**src/hdl/cla_pkg.sv**
```systemverilog
`default_nettype none

package cla_pkg;

    // Lockout levels
    typedef enum logic [2:0] {
        LK_CLEAR  = 3'd0,
        LK_BLUE   = 3'd1,
        LK_GREEN  = 3'd2,
        LK_YELLOW = 3'd3,
        LK_RED    = 3'd4
    } lock_t;

    // Light colours
    typedef enum logic [2:0] {
        COL_OFF    = 3'd0,
        COL_BLUE   = 3'd1,
        COL_GREEN  = 3'd2,
        COL_YELLOW = 3'd3,
        COL_RED    = 3'd4
    } colour_t;

    // Input operations
    typedef enum logic [1:0] {
        OP_CTRL    = 2'd0,
        OP_SPECIAL = 2'd1,
        OP_SAMPLE  = 2'd2
    } op_t;

    // Result kinds
    typedef enum logic [1:0] {
        KIND_REPLY     = 2'd0,
        KIND_INDICATOR = 2'd1,
        KIND_ERROR     = 2'd2
    } kind_t;

    // ASCII letters
    localparam logic [7:0] CHR_B   = 8'h42;
    localparam logic [7:0] CHR_C   = 8'h43;
    localparam logic [7:0] CHR_D   = 8'h44;
    localparam logic [7:0] CHR_G   = 8'h47;
    localparam logic [7:0] CHR_O   = 8'h4F;
    localparam logic [7:0] CHR_R   = 8'h52;
    localparam logic [7:0] CHR_S   = 8'h53;
    localparam logic [7:0] CHR_Y   = 8'h59;
    localparam logic [7:0] CHR_LB  = 8'h62;
    localparam logic [7:0] CHR_LC  = 8'h63;
    localparam logic [7:0] CHR_LG  = 8'h67;
    localparam logic [7:0] CHR_LO  = 8'h6F;
    localparam logic [7:0] CHR_LR  = 8'h72;
    localparam logic [7:0] CHR_LY  = 8'h79;
    localparam logic [7:0] CHR_NUL = 8'h00;
    localparam logic [7:0] TARGET_ALL = 8'hFF;

    localparam int unsigned MaxResults = 3;

    // One result item
    typedef struct packed {
        kind_t      kind;
        logic [7:0] code;
        logic [7:0] mode;
        logic [7:0] destination;
    } result_t;

    // All results caused by one item
    typedef struct packed {
        result_t [MaxResults-1:0] res;
        logic [1:0]               cnt;
    } batch_t;

    function automatic logic [7:0] colour_letter(input colour_t c);
        logic [7:0] l;
        begin
            case (c)
                COL_BLUE:   l = CHR_B;
                COL_GREEN:  l = CHR_G;
                COL_YELLOW: l = CHR_Y;
                COL_RED:    l = CHR_R;
                default:    l = CHR_O;
            endcase
            return l;
        end
    endfunction

endpackage

`default_nettype wire

```
**src/hdl/cla_arbiter.sv**
```systemverilog
`default_nettype none

module cla_arbiter (
    input  wire logic             clk,
    input  wire logic             rst_n,
    input  wire logic             load,
    input  wire logic             four_colour,
    input  wire logic [1:0]       operation,
    input  wire logic [7:0]       sender,
    input  wire logic [7:0]       command,
    input  wire logic [7:0]       clear_level,
    output cla_pkg::batch_t       batch
);

    cla_pkg::lock_t   lockout_reg, lockout_next;
    cla_pkg::colour_t requested_reg, requested_next;
    cla_pkg::colour_t shown_reg, shown_next;
    logic             blocked_reg, blocked_next;

    logic [7:0]       reply;
    logic [1:0]       n;
    cla_pkg::op_t     op;

    assign op = cla_pkg::op_t'(operation);

    // Apply priority rules and build the result list
    always_comb
    begin
        lockout_next   = lockout_reg;
        requested_next = requested_reg;
        shown_next     = shown_reg;
        blocked_next   = blocked_reg;
        reply          = cla_pkg::CHR_NUL;
        n              = 2'd0;
        for (int i = 0; i < cla_pkg::MaxResults; i++)
        begin
            batch.res[i] = '{kind: cla_pkg::KIND_REPLY, code: cla_pkg::CHR_NUL,
                             mode: cla_pkg::CHR_NUL, destination: 8'd0};
        end

        case (op)
            cla_pkg::OP_CTRL:
            begin
                unique case (command)
                    cla_pkg::CHR_B:
                    begin
                        if (lockout_reg == cla_pkg::LK_CLEAR)
                        begin
                            lockout_next   = cla_pkg::LK_BLUE;
                            requested_next = cla_pkg::COL_BLUE;
                            reply          = cla_pkg::CHR_LB;
                        end
                        else if (lockout_reg == cla_pkg::LK_BLUE)
                        begin
                            reply = cla_pkg::CHR_LB;
                        end
                    end
                    cla_pkg::CHR_G:
                    begin
                        if (lockout_reg == cla_pkg::LK_CLEAR || lockout_reg == cla_pkg::LK_BLUE
                            || lockout_reg == cla_pkg::LK_GREEN)
                        begin
                            lockout_next   = cla_pkg::LK_GREEN;
                            requested_next = cla_pkg::COL_GREEN;
                            reply          = cla_pkg::CHR_LG;
                        end
                    end
                    cla_pkg::CHR_Y:
                    begin
                        if (lockout_reg != cla_pkg::LK_RED)
                        begin
                            lockout_next   = cla_pkg::LK_YELLOW;
                            requested_next = cla_pkg::COL_YELLOW;
                            reply          = cla_pkg::CHR_LY;
                        end
                    end
                    cla_pkg::CHR_R:
                    begin
                        lockout_next   = cla_pkg::LK_RED;
                        requested_next = cla_pkg::COL_RED;
                        reply          = cla_pkg::CHR_LR;
                    end
                    cla_pkg::CHR_C:
                    begin
                        unique case (clear_level)
                            cla_pkg::CHR_B:
                            begin
                                if (lockout_reg == cla_pkg::LK_CLEAR
                                    || lockout_reg == cla_pkg::LK_BLUE)
                                begin
                                    lockout_next = cla_pkg::LK_CLEAR;
                                    reply        = cla_pkg::CHR_LC;
                                end
                            end
                            cla_pkg::CHR_Y:
                            begin
                                // Green lockout cleared as yellow drops to yellow
                                if (lockout_reg == cla_pkg::LK_GREEN)
                                begin
                                    requested_next = cla_pkg::COL_YELLOW;
                                end
                                if (lockout_reg == cla_pkg::LK_CLEAR
                                    || lockout_reg == cla_pkg::LK_GREEN
                                    || lockout_reg == cla_pkg::LK_YELLOW)
                                begin
                                    lockout_next = cla_pkg::LK_CLEAR;
                                    reply        = cla_pkg::CHR_LC;
                                end
                            end
                            cla_pkg::CHR_G:
                            begin
                                if (lockout_reg == cla_pkg::LK_CLEAR
                                    || lockout_reg == cla_pkg::LK_GREEN)
                                begin
                                    lockout_next = cla_pkg::LK_CLEAR;
                                    reply        = cla_pkg::CHR_LC;
                                end
                            end
                            default:
                            begin
                            end
                        endcase
                    end
                    default:
                    begin
                    end
                endcase
            end
            cla_pkg::OP_SPECIAL:
            begin
                unique case (command)
                    cla_pkg::CHR_R:
                    begin
                        lockout_next   = cla_pkg::LK_RED;
                        requested_next = cla_pkg::COL_RED;
                        reply          = cla_pkg::CHR_LR;
                    end
                    cla_pkg::CHR_Y:
                    begin
                        lockout_next   = cla_pkg::LK_YELLOW;
                        requested_next = cla_pkg::COL_YELLOW;
                        reply          = cla_pkg::CHR_LY;
                    end
                    cla_pkg::CHR_O:
                    begin
                        lockout_next   = cla_pkg::LK_CLEAR;
                        requested_next = cla_pkg::COL_OFF;
                        reply          = cla_pkg::CHR_LO;
                    end
                    cla_pkg::CHR_C:
                    begin
                        lockout_next = cla_pkg::LK_CLEAR;
                        reply        = cla_pkg::CHR_LC;
                    end
                    default:
                    begin
                    end
                endcase
            end
            cla_pkg::OP_SAMPLE:
            begin
                // First sample after a change is swallowed
                if (!blocked_reg)
                begin
                    batch.res[0] = '{kind: cla_pkg::KIND_ERROR,
                                     code: cla_pkg::colour_letter(shown_reg),
                                     mode: cla_pkg::CHR_NUL, destination: 8'd0};
                    n = 2'd1;
                end
                else
                begin
                    blocked_next = 1'b0;
                end
            end
            default:
            begin
            end
        endcase

        if (op == cla_pkg::OP_CTRL || op == cla_pkg::OP_SPECIAL)
        begin
            if (reply != cla_pkg::CHR_NUL)
            begin
                batch.res[n] = '{kind: cla_pkg::KIND_REPLY, code: reply,
                                 mode: cla_pkg::CHR_NUL, destination: sender};
                n = n + 2'd1;
            end
            // Colour change: all off, then the new colour
            if (shown_reg != requested_next)
            begin
                blocked_next = 1'b1;
                shown_next   = requested_next;
                batch.res[n] = '{kind: cla_pkg::KIND_INDICATOR, code: cla_pkg::TARGET_ALL,
                                 mode: cla_pkg::CHR_O, destination: 8'd0};
                n = n + 2'd1;
                if (requested_next == cla_pkg::COL_BLUE)
                begin
                    if (four_colour)
                    begin
                        batch.res[n] = '{kind: cla_pkg::KIND_INDICATOR, code: cla_pkg::CHR_B,
                                         mode: cla_pkg::CHR_D, destination: 8'd0};
                    end
                    else
                    begin
                        batch.res[n] = '{kind: cla_pkg::KIND_INDICATOR, code: cla_pkg::CHR_G,
                                         mode: cla_pkg::CHR_S, destination: 8'd0};
                    end
                    n = n + 2'd1;
                end
                else if (requested_next != cla_pkg::COL_OFF)
                begin
                    batch.res[n] = '{kind: cla_pkg::KIND_INDICATOR,
                                     code: cla_pkg::colour_letter(requested_next),
                                     mode: cla_pkg::CHR_S, destination: 8'd0};
                    n = n + 2'd1;
                end
            end
        end
        batch.cnt = n;
    end

    // Commit state when the item moves into the result buffer
    always_ff @(posedge clk or negedge rst_n)
    begin
        if (!rst_n)
        begin
            lockout_reg   <= cla_pkg::LK_CLEAR;
            requested_reg <= cla_pkg::COL_OFF;
            shown_reg     <= cla_pkg::COL_OFF;
            blocked_reg   <= 1'b1;
        end
        else if (load)
        begin
            lockout_reg   <= lockout_next;
            requested_reg <= requested_next;
            shown_reg     <= shown_next;
            blocked_reg   <= blocked_next;
        end
    end

    // After any committed message the light shows what was requested
    a_shown_follows: assert property (@(posedge clk) disable iff (!rst_n)
        load && (op == cla_pkg::OP_CTRL || op == cla_pkg::OP_SPECIAL)
        |=> shown_reg == requested_reg)
        else $error("shown colour differs from requested colour after a message");

    // A colour change always re-arms the sample block
    a_block_on_change: assert property (@(posedge clk) disable iff (!rst_n)
        load && shown_next != shown_reg |=> blocked_reg)
        else $error("sample block not set after colour change");

    // Red lockout only comes with a red request
    a_red_lock: assert property (@(posedge clk) disable iff (!rst_n)
        lockout_reg == cla_pkg::LK_RED |-> requested_reg == cla_pkg::COL_RED)
        else $error("red lockout without red request");

endmodule

`default_nettype wire

```
**src/hdl/cla_out_buffer.sv**
```systemverilog
`default_nettype none

module cla_out_buffer (
    input  wire logic             clk,
    input  wire logic             rst_n,
    input  wire logic             load,
    input  wire cla_pkg::batch_t  batch,
    output logic                  free,
    output logic                  out_valid,
    input  wire logic             out_ready,
    output logic [1:0]            kind,
    output logic [7:0]            code,
    output logic [7:0]            mode,
    output logic [7:0]            destination,
    output logic                  last
);

    cla_pkg::result_t [cla_pkg::MaxResults-1:0] res_reg;
    logic [1:0] cnt_reg;
    logic [1:0] idx_reg;
    logic       xfer;
    cla_pkg::result_t cur;

    assign out_valid = idx_reg < cnt_reg;
    assign last      = out_valid && (idx_reg + 2'd1 == cnt_reg);
    assign xfer      = out_valid && out_ready;
    // Room for a new batch once the final result transfers
    assign free      = !out_valid || (xfer && last);

    assign cur         = res_reg[idx_reg];
    assign kind        = cur.kind;
    assign code        = cur.code;
    assign mode        = cur.mode;
    assign destination = cur.destination;

    // Hold result payloads
    always_ff @(posedge clk)
    begin
        if (load)
        begin
            res_reg <= batch.res;
        end
    end

    // Advance through the batch one transfer at a time
    always_ff @(posedge clk or negedge rst_n)
    begin
        if (!rst_n)
        begin
            cnt_reg <= 2'd0;
            idx_reg <= 2'd0;
        end
        else if (load)
        begin
            cnt_reg <= batch.cnt;
            idx_reg <= 2'd0;
        end
        else if (xfer)
        begin
            idx_reg <= idx_reg + 2'd1;
        end
    end

    a_idx_bound: assert property (@(posedge clk) disable iff (!rst_n)
        idx_reg <= cnt_reg)
        else $error("result index past batch count");

    a_load_when_free: assert property (@(posedge clk) disable iff (!rst_n)
        load |-> free)
        else $error("batch loaded over pending results");

    a_valid_kind: assert property (@(posedge clk) disable iff (!rst_n)
        out_valid |-> kind != 2'd3)
        else $error("invalid result kind presented");

endmodule

`default_nettype wire

```
**src/hdl/colour_lockout_arbiter_top.sv**
```systemverilog
`default_nettype none

// Signal light colour arbiter. An accepted item is held in the input
// register until the result buffer is free, then its rules are evaluated and its
// results (up to three) are loaded into the result buffer, which presents them
// one per cycle while out_ready is high on the output port, with last marking
// the final one. Items that produce no result load an empty batch and leave
// the buffer free; otherwise a new batch loads in the cycle that the final result
// of the previous batch transfers on the single result port. The configuration write
// channel is always ready and should be used only while the block is idle.
module colour_lockout_arbiter_top (
    input  wire logic       clk,
    input  wire logic       rst_n,
    input  wire logic       cfg_valid,
    output logic            cfg_ready,
    input  wire logic       four_colour,
    input  wire logic       in_valid,
    output logic            in_ready,
    input  wire logic [1:0] operation,
    input  wire logic [7:0] sender,
    input  wire logic [7:0] command,
    input  wire logic [7:0] clear_level,
    output logic            out_valid,
    input  wire logic       out_ready,
    output logic [1:0]      kind,
    output logic [7:0]      code,
    output logic [7:0]      mode,
    output logic [7:0]      destination,
    output logic            last
);

    logic            four_colour_reg;
    logic            in_valid_reg;
    logic [1:0]      operation_reg;
    logic [7:0]      sender_reg;
    logic [7:0]      command_reg;
    logic [7:0]      clear_level_reg;
    logic            free;
    logic            load;
    cla_pkg::batch_t batch;

    assign cfg_ready = 1'b1;
    assign load      = in_valid_reg && free;
    assign in_ready  = !in_valid_reg || load;

    // Hold the light type
    always_ff @(posedge clk or negedge rst_n)
    begin
        if (!rst_n)
        begin
            four_colour_reg <= 1'b1;
        end
        else if (cfg_valid && cfg_ready)
        begin
            four_colour_reg <= four_colour;
        end
    end

    // Input register valid
    always_ff @(posedge clk or negedge rst_n)
    begin
        if (!rst_n)
        begin
            in_valid_reg <= 1'b0;
        end
        else if (in_valid && in_ready)
        begin
            in_valid_reg <= 1'b1;
        end
        else if (load)
        begin
            in_valid_reg <= 1'b0;
        end
    end

    // Capture the item on transfer
    always_ff @(posedge clk)
    begin
        if (in_valid && in_ready)
        begin
            operation_reg   <= operation;
            sender_reg      <= sender;
            command_reg     <= command;
            clear_level_reg <= clear_level;
        end
    end

    cla_arbiter u_arbiter (
        .clk         (clk),
        .rst_n       (rst_n),
        .load        (load),
        .four_colour (four_colour_reg),
        .operation   (operation_reg),
        .sender      (sender_reg),
        .command     (command_reg),
        .clear_level (clear_level_reg),
        .batch       (batch)
    );

    cla_out_buffer u_out_buffer (
        .clk         (clk),
        .rst_n       (rst_n),
        .load        (load),
        .batch       (batch),
        .free        (free),
        .out_valid   (out_valid),
        .out_ready   (out_ready),
        .kind        (kind),
        .code        (code),
        .mode        (mode),
        .destination (destination),
        .last        (last)
    );

endmodule

`default_nettype wire
```
**config.mk**
```make
export PLATFORM = sky130hd
export DESIGN_NAME = colour_lockout_arbiter_top
export DESIGN_NICKNAME = d
export VERILOG_FILES = /design/src/hdl/cla_pkg.sv /design/src/hdl/cla_arbiter.sv /design/src/hdl/cla_out_buffer.sv /design/src/hdl/colour_lockout_arbiter_top.sv
export SDC_FILE = /design/constraint.sdc
export NUM_CORES = 1
export LEC_CHECK = 0
export BUFFER_PORTS_ARGS = -buffer_cell sky130_fd_sc_hd__buf_2
export CELL_PAD_IN_SITES_DETAIL_PLACEMENT = 0
export CELL_PAD_IN_SITES_GLOBAL_PLACEMENT = 1
export CORE_MARGIN = 3
export CORE_UTILIZATION = 46
export DETAILED_ROUTE_END_ITERATION = 8
export PLACE_DENSITY = 0.88
export SYNTH_ARGS = -nofsm -noshare
export SYNTH_HDL_FRONTEND = slang
export SYNTH_SLANG_ARGS = --single-unit
```
**constraint.sdc**
```tcl
create_clock -name clk -period 3.6 [get_ports clk]
set_input_delay 0.36 -clock clk [delete_from_list [all_inputs] [get_ports clk]]
set_output_delay 0.36 -clock clk [all_outputs]
set_load 0.02 [all_outputs]
```
; ---- Yosys cells after proc, flatten, opt, wreduce, memory -nomap -nowiden
; Cells that the tools add are included.
[op_classes]
addsub = 4
magnitude_cmp = 8
n_eq_ne = 34
mux = 69
bitwise_logic = 9
n_reduce_logical = 27
[ops]
columns = op, n
row1 = two-way mux 78 bit, 6
row2 = two-way mux 26 bit, 7
row3 = bitwise mux 78 bit, 2
row4 = demux 26 bit (select 2 bit), 3
row5 = equality test 8 x 7 -> 1 bit (second input constant), 9
row6 = AND 63 bit, 1
row7 = NOT 63 bit, 1
row8 = binary-select mux 26 bit (select 2 bit), 1
row9 = AND 51 bit, 1
row10 = NOT 51 bit, 1
row11 = two-way mux 7 bit, 6
row12 = bitwise OR 42 bit, 1
row13 = two-way mux 8 bit, 5
row14 = case mux 8 bit (5 select lines), 1
row15 = AND 36 bit, 1
row16 = NOT 36 bit, 1
row17 = two-way mux 3 bit, 11
row18 = case mux 3 bit (5 select lines), 2
row19 = case mux 7 bit (4 select lines), 1
row20 = bitwise OR 27 bit, 1
row21 = case mux 3 bit (3 select lines), 3
row22 = case mux 8 bit (3 select lines), 1
row23 = case mux 5 bit (4 select lines), 1
row24 = equality test 3 x 2 -> 1 bit (second input constant), 6
row25 = other kinds (33), 78
[word_totals]
reg_bits = 120
in_bits = 32
out_inout_bits = 30
word_cells = 175

; ---- Depth between registers and ports, before layout
; Gate-level depths: netlist of the first run.
[depth]
depth_word = 21
depth_mapped = 15
ltp_nobuf = 11

; ---- Cells and area by module
; A second synthesis of the first run with hierarchy kept.
[unflattened]
hier_cells = 586
hier_area_um2 = 6596.3
[by_module_without_submodules]
columns = mod, instances, cells_per_inst, area_each_um2, seq_area_each_um2
row1 = cla_out_buffer, 1, 192, 3199.3, 2442.3
row2 = cla_arbiter, 1, 359, 2503.7, 251.5
row3 = colour_lockout_arbiter_top, 1, 35, 893.4, 832.0

; ---- Least setup slack after synthesis of the first run
; No wires, ideal clock.
[synth_path]
path_type = reg2reg
startpoint = reg command_reg[2]
endpoint = reg u_out_buffer.res_reg[0] (netlist name), data pin
setup_time_ns = 0.255
t_arrival_ns = 3.005
required_time_ns = 3.345
slack_ns = 0.340
stages_incl_launch_ff = 13
n_path_buf = 2
period_less_slack_ns = 3.260
path_cell_list = edfxtp_1 or4b_4 a2111oi_0 o21ai_1 o311a_1 inv_1 ha_1 clkbuf_1 nand2_1 or2_1 buf_4 o21a_2 and2_1
[synth_via]
elab_chain_cells = 17
elab_cells_between_ends = 43
cone_classes = 1 x add/sub / 4 x order compare / 8 x eq/ne / 20 x mux / 6 x bitwise / 4 x reduce/logical
[synth_lines]
columns = element, line_no
row1 = start: declaration, colour_lockout_arbiter_top.sv:36  ; logic [7:0] command_reg;
row2 = start signal: assignment, colour_lockout_arbiter_top.sv:83  ; command_reg <= command;
row3 = equality test 8 x 7 -> 1 bit (on tied branches), "cla_arbiter.sv:44, cla_arbiter.sv:131"
row4 = case mux 8 bit (5 select lines) / case mux 7 bit (4 select lines) (equally long branches), "cla_arbiter.sv:44, cla_arbiter.sv:131"
row5 = case mux 8 bit (2 select lines), cla_arbiter.sv:41  ; case (op)
row6 = nonzero test 8 bit, cla_arbiter.sv:182  ; if (reply != cla_pkg::CHR_NUL)
row7 = two-way mux 2 bit, cla_arbiter.sv:182
row8 = two-way mux 2 bit, cla_arbiter.sv:180  ; if (op == cla_pkg::OP_CTRL || op == cla_pkg::OP_SPECIAL)
row9 = "adder 2 x 1 -> 2 bit, or another cell as far along", cla_arbiter.sv:195  ; n = n + 2'd1;
row10 = "less-than comparator 2 x 3 -> 1 bit (implied by the code), or another cell as far along", "cla_arbiter.sv:200, cla_arbiter.sv:205, cla_arbiter.sv:212"
row11 = logical AND 1 bit (implied by the code) / two-way mux 26 bit (equally long branches), n/a
row12 = two-way mux 26 bit (implied by the code) / demux 26 bit (select 2 bit) (equally long branches), n/a
row13 = demux 26 bit (select 2 bit) / NOT 36 bit (equally long branches), n/a
row14 = "NOT 51 bit (no source line), or another cell as far along", n/a
row15 = "AND 51 bit (no source line), or another cell as far along", n/a
row16 = two-way mux 78 bit (on tied branches), "cla_arbiter.sv:198, cla_arbiter.sv:210"
row17 = two-way mux 78 bit, cla_arbiter.sv:196  ; if (requested_next == cla_pkg::COL_BLUE)
row18 = two-way mux 78 bit (*), cla_arbiter.sv:189  ; if (shown_reg != requested_next)
row19 = two-way mux 26 bit (*), cla_arbiter.sv:180
row20 = end signal: assignment, cla_out_buffer.sv:41  ; res_reg <= batch.res;
row21 = end: declaration, cla_out_buffer.sv:18  ; cla_pkg::result_t [cla_pkg::MaxResults-1:0] res_reg;
; Mark *: on every way between the ends. The rest lies on a longest branch, timed or not. The select of a mux whose other input is x is not followed.
; A chain may end at the register's enable or synchronous reset.

==> results of run 1 <==
==> routing by layer <==
metal	part of all wire, %	GRT usage (%)	vias to the layer above
li1	-	-	2010
met1	42	23.9	1957
met2	51	33.0	133
met3	4.8	3.66	23
met4	2.4	7.69	0
met5	0	0	-
==> path summary, 6_finish.rpt <==
check	from	endpoint	slack, ns	cells past startpoint
worst max register to register	command_reg[3]	u_out_buffer.res_reg[17]	0.19	11
min in group asynchronous	rst_n	u_arbiter.requested_reg[1]	0.47	2
worst max-delay path	command_reg[3]	u_out_buffer.res_reg[17]	0.19	11
max in group asynchronous	rst_n	u_arbiter.blocked_reg	2.81	2
worst min register to register	u_arbiter.blocked_reg	u_arbiter.blocked_reg	0.51	2
worst min-delay path	cfg_valid	four_colour_reg	0.18	2
==> layout make-up <==
type	instances	area, µm²	share of cell area [%]
Sequential cell	93	2720	43.8
Multi-Input combinational cell	368	2390	38.5
Timing Repair Buffer	91	553	8.91
Clock buffer	9	225	3.63
Tap cell	140	175	2.82
Clock inverter	7	78.8	1.27
Inverter	19	71.3	1.15
==> Yosys cell counts, drive strengths merged (3+ instances only) <==
cell	instances
a2111oi	3
a211oi	7
a21oi	33
a311oi	3
a31oi	3
and2	16
buf	24
clkbuf	20
dfrtp	14
edfxtp	77
ha	5
inv	19
mux2	3
mux2i	24
nand2	44
nand2b	6
nand3	10
nand4	6
nor2	56
nor3	12
nor3b	6
o211ai	3
o21a	6
o21ai	36
o21bai	3
o22ai	4
o31ai	5
or2	4
or3	4
xnor2	7
==> power breakdown <==
part,leakage [nW],switching [mW],internal [mW],total [mW]
Sequential,0.958,0.197,1.77,1.97
Clock,0.146,0.409,0.548,0.957
Combinational,1.32,1.67,0.984,2.65
Total,2.43,2.27,3.31,5.58
==> repair_timing <==
| item | in CTS | in global routing |
|---|---|---|
| hold endpoints to repair | 14 | 0 |
| buffers inserted | 0 | 0 |
| gates resized for setup | 0 | 4 |
| setup endpoints to repair | 0 | 15 |
| hold buffers | 1 | 0 |
==> per-stage QoR <==
step / hold WS [ns] / instance area (µm²)
floorplan: 0.0644 / 5360
global placement: 0.301 / 5860
detailed placement: 0.307 / 5860
CTS: 0.178 / 6180
global route: 0.179 / 6200
finish: 0.178 / 6200
==> logic make-up after synthesis <==
group | count (synthesis) | synth area share, %
and+or+nand+nor | 185 | 18.4
AOI/OAI and AO/OA | 131 | 17.3
DFF | 93 | 50.9
buffers and inverters | 63 | 5.42
muxes | 27 | 5.14
xor gates and xnor gates | 9 | 1.48
adders and majority gates | 5 | 1.17
other | 2 | 0.141
==> results.toml, run 1 <==
[worst_setup_path]
cpLargestDelayFamily = "compound AO/OA/AOI/OAI gates"
end_kind = "flop"
start_kind = "flop"
crit_slowest_cell = "or4b_4"
critical_path.most_common_cell = "buf_4"
worstPathRequired_ns = 3.67
crit_chain = "or4b_4 -> a2111oi_1 -> buf_4 -> o21ai_1 -> o311a_4 -> inv_1 -> ha_1 -> buf_4 -> a31oi_1 -> o211a_1 -> o32ai_2"
cpPeakStageDelay_ns = 0.59
critPathMaxFanout = 11
arrival_ns = 3.47
setup.worst_path.class = "reg -> reg"
path_buf_inv = 3

[synth]
synth_largest_area_cell = "edfxtp_1"
netlist_area_um2 = 5330
netlist.area_leader.share_pct = 43.4
ys_ff_latch = 93
synth.distinct_cells = 81
synthTopCellsByArea = "edfxtp_1 (43%), dfrtp_1 (6.6%), mux2i_1 (4.5%)"
yosys_warnings = 0
async_reset_ff_share_pct = 17.2
ys_seq_area_share_pct = 50.9
avgSynthCellArea_um2 = 10.3
dominantRegCellSynth = "edfxtp_1"
syn_inst = 515
synth_edf_count = 77

[finish]
largest_reg_flops = 51
final_cells = 727
fillers = 999
drive_gt1_share_pct = 22.8
syn2layout_area_growth_pct = 16.4
final_cell_mix = "edfxtp_1 (77), buf_2 (58), nor2_1 (56), nand2_1 (44), a21oi_1 (33)"
mostFrequentLayoutCell = "edfxtp_1"
antenna_cells = 0
finish.utilization_pct = 56.0
finalNetCount = 619

[placed_design]
hpwl_um = 9070
place_ws_ns = 0.147
post-place-cells = 710
gp_congestion = 0.939
portBuffers = 58

[route]
postRouteAntennaNets = 0
route.detailed.drc = 0
first_iter_violations = 258
wl_um = 12100
via_per_inst = 5.67
num_vias = 4123
dr.pass1.iters = 5
routedWlPerCell_um = 16.7

[sta]
hold_viol = 0
period_minus_slack_ns = 3.41
finalCritPeriodShare_pct = 94.6
timing.final.ws_setup_ns = 0.195
clock.fmax_mhz = 294
worst_pin_slew_ns = 0.790
rsz0062_at_grt = "false"
finalSetupTns_ns = 0
slew_viol_final = 0
setup_viol_count_final = 0
max_slew_margin_pct = 47.1
finClkSkew_ns = 0.0107

[die]
dieArea_um2 = 12900
die_w_um = 114
die_h_um = 114
row_count = 38
core_um2 = 11100
ios = 62
initial_core_util_pct = 48.1

[worst_hold_path]
hold_path_class = "in -> reg"

[clock_tree]
clkSinkCount = 93
h-tree-depth = 3
cts_inserted_buffers = 9
cts_buffer_depth = 2
clk_latency_ns = 0.34
cts_tree = "built"
clk_pin_slew_worst_paths_ns = 0.07
root_buffer = "clkbuf_16"

[global_route]
grt_util_all_layers_pct = 19.2
grt_first_pass_wirelength_um = 19800
grt_pass1_vias = 4051
grt_max_degree = 54
overflow = 0
antenna_found_initial = 0

[power]
total_power_mw = 5.58
p_leak_nw = 2.43
peakVddDrop_mv = 0.531
p_per_area_nw_per_um2 = 899

[flow_run]
maxCapViolations = 0

[status]
status = "finished, final reports clean"
No activity file was read; power rests on OpenSTA's default activity.
==> inputs of run 2 (changes only) <==
--- a/config.mk
+++ b/config.mk
@@ -8,6 +8,7 @@
 export BUFFER_PORTS_ARGS = -buffer_cell sky130_fd_sc_hd__buf_2
 export CELL_PAD_IN_SITES_DETAIL_PLACEMENT = 0
 export CELL_PAD_IN_SITES_GLOBAL_PLACEMENT = 1
+export CORE_ASPECT_RATIO = 1.25
 export CORE_MARGIN = 3
 export CORE_UTILIZATION = 46
 export DETAILED_ROUTE_END_ITERATION = 8
==> run 2 against run 1 <==
Utilization down 0.53 points. Non-clock buffer count up 4. Critical path type unchanged. Global-route usage up 0.38 points. Clock-buffer cell count unchanged. Combinational power up 2%. Largest cell class unchanged. Die area about the same. Final area about the same. Fmax up 1.2%. Critical endpoint is now u_out_buffer.res_reg[0]. Critical path depth down 1.
==> results.toml, run 2 (synthesis gave the netlist of run 1 again) <==
[power]
p_sw_mw = 2.30
sequentialPowerShare_pct = 34.4
p_leak_nw = 2.44
pwr-share-clk_pct = 18.0
p_int_mw = 3.39
total_power_mw = 5.69
p_comb_share_pct = 47.6
p_per_area_nw_per_um2 = 917
p_sw_share_pct = 40.4
peakVddDrop_mv = 0.450

[worst_setup_path]
critPathCapture = "u_out_buffer.res_reg[0]"
crit_chain = "or4b_4 -> a2111oi_1 -> o21ai_1 -> o311a_1 -> inv_1 -> ha_1 -> nand2_1 -> or2_1 -> o21a_2 -> and2_1"
timing.rr.start = "command_reg[3]"
critPathMaxFanout = 8
cpPeakStageDelay_ns = 0.59
setup.worst_path.class = "reg -> reg"
rr_worst_depth = 10
start_kind = "flop"
ff2ff_setup_slack_ns = 0.24
rr_endpoint = "u_out_buffer.res_reg[0]"
crit_start = "command_reg[3]"
worstPathRequired_ns = 3.70
end_kind = "flop"
arrival_ns = 3.46
crit_slowest_cell = "or4b_4"

[finish]
finish.utilization_pct = 55.5
ff_latch_area_um2 = 2720
fillers = 999
mostFrequentLayoutCell = "edfxtp_1"
largest_reg_flops = 51
antenna_cells = 0
syn2layout_area_growth_pct = 16.5
drive_gt1_share_pct = 23.1
final_cell_mix = "edfxtp_1 (77), buf_2 (58), nor2_1 (56), nand2_1 (44), buf_4 (36)"
finalNetCount = 623
multi_input_area_um2 = 2360

[clock_tree]
cts_buffer_depth = 2
clk_pin_slew_worst_paths_ns = 0.07
post_cts.repair.setup_buffers = 0
root_buffer = "clkbuf_16"
h-tree-depth = 3
cts_inserted_buffers = 9
clk_latency_ns = 0.35
clkSinkCount = 93
cts_tree = "built"

[placed_design]
hpwl_um = 9280
gp_congestion = 0.922
portBuffers = 58

[die]
core_um2 = 11200
die_h_um = 126
die_w_um = 102
row_count = 43
ios = 62
dieArea_um2 = 12900
initial_core_util_pct = 47.6

[route]
dr.pass1.iters = 5
wl_um = 12300
routedWlPerCell_um = 16.9
postRouteAntennaNets = 0
via_per_inst = 5.67
num_vias = 4112
first_iter_violations = 221
route.detailed.drc = 0

[global_route]
grt_max_degree = 31
overflow = 0
grt_first_pass_wirelength_um = 19700
antenna_found_initial = 0
grt_util_all_layers_pct = 19.6
grt_pass1_vias = 4060

[sta]
worst_pin_slew_ns = 0.800
fin_hold_ws_ns = 0.172
finClkSkew_ns = 0.00695
hold_viol = 0
period_minus_slack_ns = 3.36
setup_viol_count_final = 0
max_slew_margin_pct = 46.5
finalSetupTns_ns = 0
finalCritPeriodShare_pct = 93.4
rsz0062_at_grt = "false"
slew_viol_final = 0
clock.fmax_mhz = 297

[flow_run]
maxCapViolations = 0

[worst_hold_path]
holdPathStages = 2
hold_path_class = "in -> reg"

[status]
status = "finished, final reports clean"
## run 2: cell types whose count changed in the layout (fill, tap and decap cells not counted), sizes merged
cell	previous run	this run
buf	90	94
bufinv	1	2
inv	23	21
## run 2: through the flow
stage | instances | setup WS [ns] | area (µm²)
after floorplan | 524 | 0.340 | 5360
after global placement | 709 | 0.294 | 5880
after detailed placement | 709 | 0.154 | 5880
after CTS | 725 | 0.110 | 6210
after global routing | 725 | 0.0446 | 6210
final | 725 | 0.236 | 6210
## run 2: power groups by stage
stage | Clock [mW] | Combinational, mW | Sequential (mW)
global placement | 0 | 2.66 | 1.96
finish | 1.03 | 2.71 | 1.96
floorplan | 0 | 1.96 | 1.92
detailed placement | 0 | 2.70 | 1.98
global route | 1.08 | 2.97 | 2.01
CTS | 1.04 | 2.72 | 1.96
## run 2: worst min path at each step
stage                         start                          to  slack (ns)
after global routing      sender[4]               sender_reg[4]        0.18
after global placement        rst_n  u_arbiter.requested_reg[2]        0.31
after CTS                 cfg_valid             four_colour_reg        0.18
after detailed placement      rst_n  u_arbiter.requested_reg[2]        0.31
final                     cfg_valid             four_colour_reg        0.17
after floorplan               rst_n                in_valid_reg        0.06
## run 2: cell type report
class / count / area share [%]
multi-input combinational: 368 / 38.0
tap: 135 / 2.72
clock inverter: 6 / 1.55
sequential: 93 / 43.7
inverter: 19 / 1.15
clock buffer: 9 / 3.63
timing repair buffer: 95 / 9.19
## run 2: critical path: cells and delay by family, from the launching register on
kind                     cells  cell delay (ns)
AO/OA/AOI/OAI                4             1.21
AND/OR/NAND/NOR              4             1.16
flip-flops                   1             0.39
adder cells (fa/ha/maj)      1             0.23
buffers and inverters        1             0.12
## run 2: routing by layer
metal  vias up  part of all wire, %  GRT usage (%)
met3        31                  4.3           3.74
li1       2014                    -              -
met4         0                  2.7           7.18
met2       131                   54           35.3
met1      1936                   39           22.8
met5         -                    0              0
## run 2: timing repair
item | CTS | global route
endpoints found under the setup margin | 0 | 10
hold buffers | 1 | 0
endpoints found under the hold margin | 14 | 0
resized for setup | 0 | 1
==> inputs of run 3 (changes only) <==
--- a/config.mk
+++ b/config.mk
@@ -10,9 +10,10 @@
 export CELL_PAD_IN_SITES_GLOBAL_PLACEMENT = 1
 export CORE_ASPECT_RATIO = 1.25
 export CORE_MARGIN = 3
-export CORE_UTILIZATION = 46
+export CORE_UTILIZATION = 48
+export CTS_BUF_LIST = sky130_fd_sc_hd__clkbuf_8
 export DETAILED_ROUTE_END_ITERATION = 8
-export PLACE_DENSITY = 0.88
+export PLACE_DENSITY = 0.91
 export SYNTH_ARGS = -nofsm -noshare
 export SYNTH_HDL_FRONTEND = slang
 export SYNTH_SLANG_ARGS = --single-unit
==> run 3 against run 2 <==
Worst hold slack worse by 0.032 ns. Via count rose by 1.3%. Sequential power barely moved. Critical path depth rose by 2. Global-route usage rose by 0.59 points. Worst setup slack worse by 0.025 ns. Final cell count is 0.83% lower. Clock skew is 0.0036 ns higher. Flip-flop and latch count unchanged. Largest cell class unchanged.
==> results.toml, run 3 (synthesis gave the netlist of run 1 again) <==
[placed_design]
dpl_cell_area_um2 = 5850
gp_congestion = 0.917
hpwl_um = 9380
place_ws_ns = 0.197
portBuffers = 58

[sta]
finClkSkew_ns = 0.0106
max_slew_margin_pct = 28.3
finalCritPeriodShare_pct = 94.1
worst_pin_slew_ns = 1.08
period_minus_slack_ns = 3.39
finalSetupTns_ns = 0
hold_viol = 0
slew_viol_final = 0
timing.final.ws_setup_ns = 0.211
setup_viol_count_final = 0
fin_hold_ws_ns = 0.140
rsz0062_at_grt = "false"
clock.fmax_mhz = 295

[worst_hold_path]
hold_path_class = "in -> reg"

[die]
row_count = 42
core_um2 = 10700
die_h_um = 124
initial_core_util_pct = 49.7
die_w_um = 100
ios = 62
dieArea_um2 = 12400

[finish]
fin_area_um2 = 6100
syn2layout_area_growth_pct = 14.4
largest_reg_flops = 51
antenna_cells = 0
mostFrequentLayoutCell = "edfxtp_1"
multi_input_area_um2 = 2370
finalNetCount = 619
ff_latch_area_um2 = 2720
fillers = 939
drive_gt1_share_pct = 22.7
final_cell_mix = "edfxtp_1 (77), buf_2 (58), nor2_1 (56), nand2_1 (44), a21oi_1 (33)"

[route]
first_iter_violations = 275
dr.pass1.iters = 5
num_vias = 4165
routedWlPerCell_um = 16.9
via_per_inst = 5.79
route.detailed.drc = 0
wl_um = 12200
postRouteAntennaNets = 0

[flow_run]
maxCapViolations = 0

[worst_setup_path]
crit_chain = "buf_4 -> and4bb_1 -> a32oi_1 -> nor2_1 -> o21ai_1 -> o311a_1 -> inv_1 -> ha_1 -> nand2_1 -> or2_1 -> o21a_2 -> and2_1"
start_kind = "flop"
cpPeakStageDelay_ns = 0.40
crit_slowest_cell = "edfxtp_1"
worstPathRequired_ns = 3.72
setup.worst_path.class = "reg -> reg"
end_kind = "flop"
arrival_ns = 3.51
critPathMaxFanout = 10

[clock_tree]
clk_latency_ns = 0.37
clkSinkCount = 93
root_buffer = "clkbuf_8"
cts_buffer_depth = 2
h-tree-depth = 3
cts_inserted_buffers = 9
cts_tree = "built"
clk_pin_slew_worst_paths_ns = 0.09

[global_route]
grt_use_met2_pct = 37.1
use_met3_pct = 3.53
overflow = 0
grt_max_degree = 27
antenna_found_initial = 0
gr-max-usage-layer = "met2"
gr-usage-met1_pct = 22.4
grt_first_pass_wirelength_um = 19500
grt_pass1_vias = 4083
grt_util_all_layers_pct = 20.2

[power]
p_leak_nw = 2.38
p_per_area_nw_per_um2 = 885
peakVddDrop_mv = 0.326

[status]
status = "finished, final reports clean"
==> run 3: power by group <==
group	internal (mW)	total, mW	switching (mW)
Clock	0.393	0.772	0.378
Sequential	1.77	1.98	0.210
Combinational	0.993	2.64	1.65
Total	3.16	5.40	2.24
==> run 3: area by class of cell <==
type / instances / area share, %
Clock inverter: 7 / 1.58
Clock buffer: 9 / 2.03
Tap cell: 132 / 2.71
Timing Repair Buffer: 91 / 9.07
Sequential cell: 93 / 44.5
Multi-Input combinational cell: 368 / 38.9
Inverter: 19 / 1.17
==> run 3: worst paths after layout <==
kind | to | slack (ns) | from | cells past startpoint
setup / recovery | u_out_buffer.res_reg[1] | 0.21 | command_reg[3] | 12
hold / removal | four_colour_reg | 0.14 | cfg_valid | 2
setup reg to reg | u_out_buffer.res_reg[1] | 0.21 | command_reg[3] | 12
hold reg to reg | u_arbiter.blocked_reg | 0.50 | u_arbiter.blocked_reg | 2
max in group asynchronous | four_colour_reg | 2.85 | rst_n | 2
min in group asynchronous | u_arbiter.requested_reg[2] | 0.43 | rst_n | 2
==> run 3: metal layers <==
metal  vias to the layer above  wire length [µm]
met4                         0               474
li1                       2000                 -
met1                      1978              4660
met2                       143              6430
met3                        44               599
met5                         -                 0
==> run 3: critical path, delay by kind of cell, from the launching register on <==
family                     cells  cell delay [ns]
DFF                            1             0.40
and+or+nand+nor                5             1.05
buffers and inverters          2             0.29
adders and majority gates      1             0.38
AOI/OAI and AO/OA              4             1.02
==> run 3: through the flow <==
step	power [mW]	utilization [%]	std cells
after floorplan	3.87	-	524
after global placement	4.59	54.6	702
after detailed placement	4.65	54.6	702
after CTS	5.42	56.8	719
after global routing	5.76	56.9	719
final	5.40	56.9	719
==> run 3: what timing repair did <==
action,4_1_cts,5_1_grt
endpoints found under the hold margin,14,0
resized for setup,0,3
hold buffers,1,0
setup endpoints to repair,0,7
setup buffers,0,0
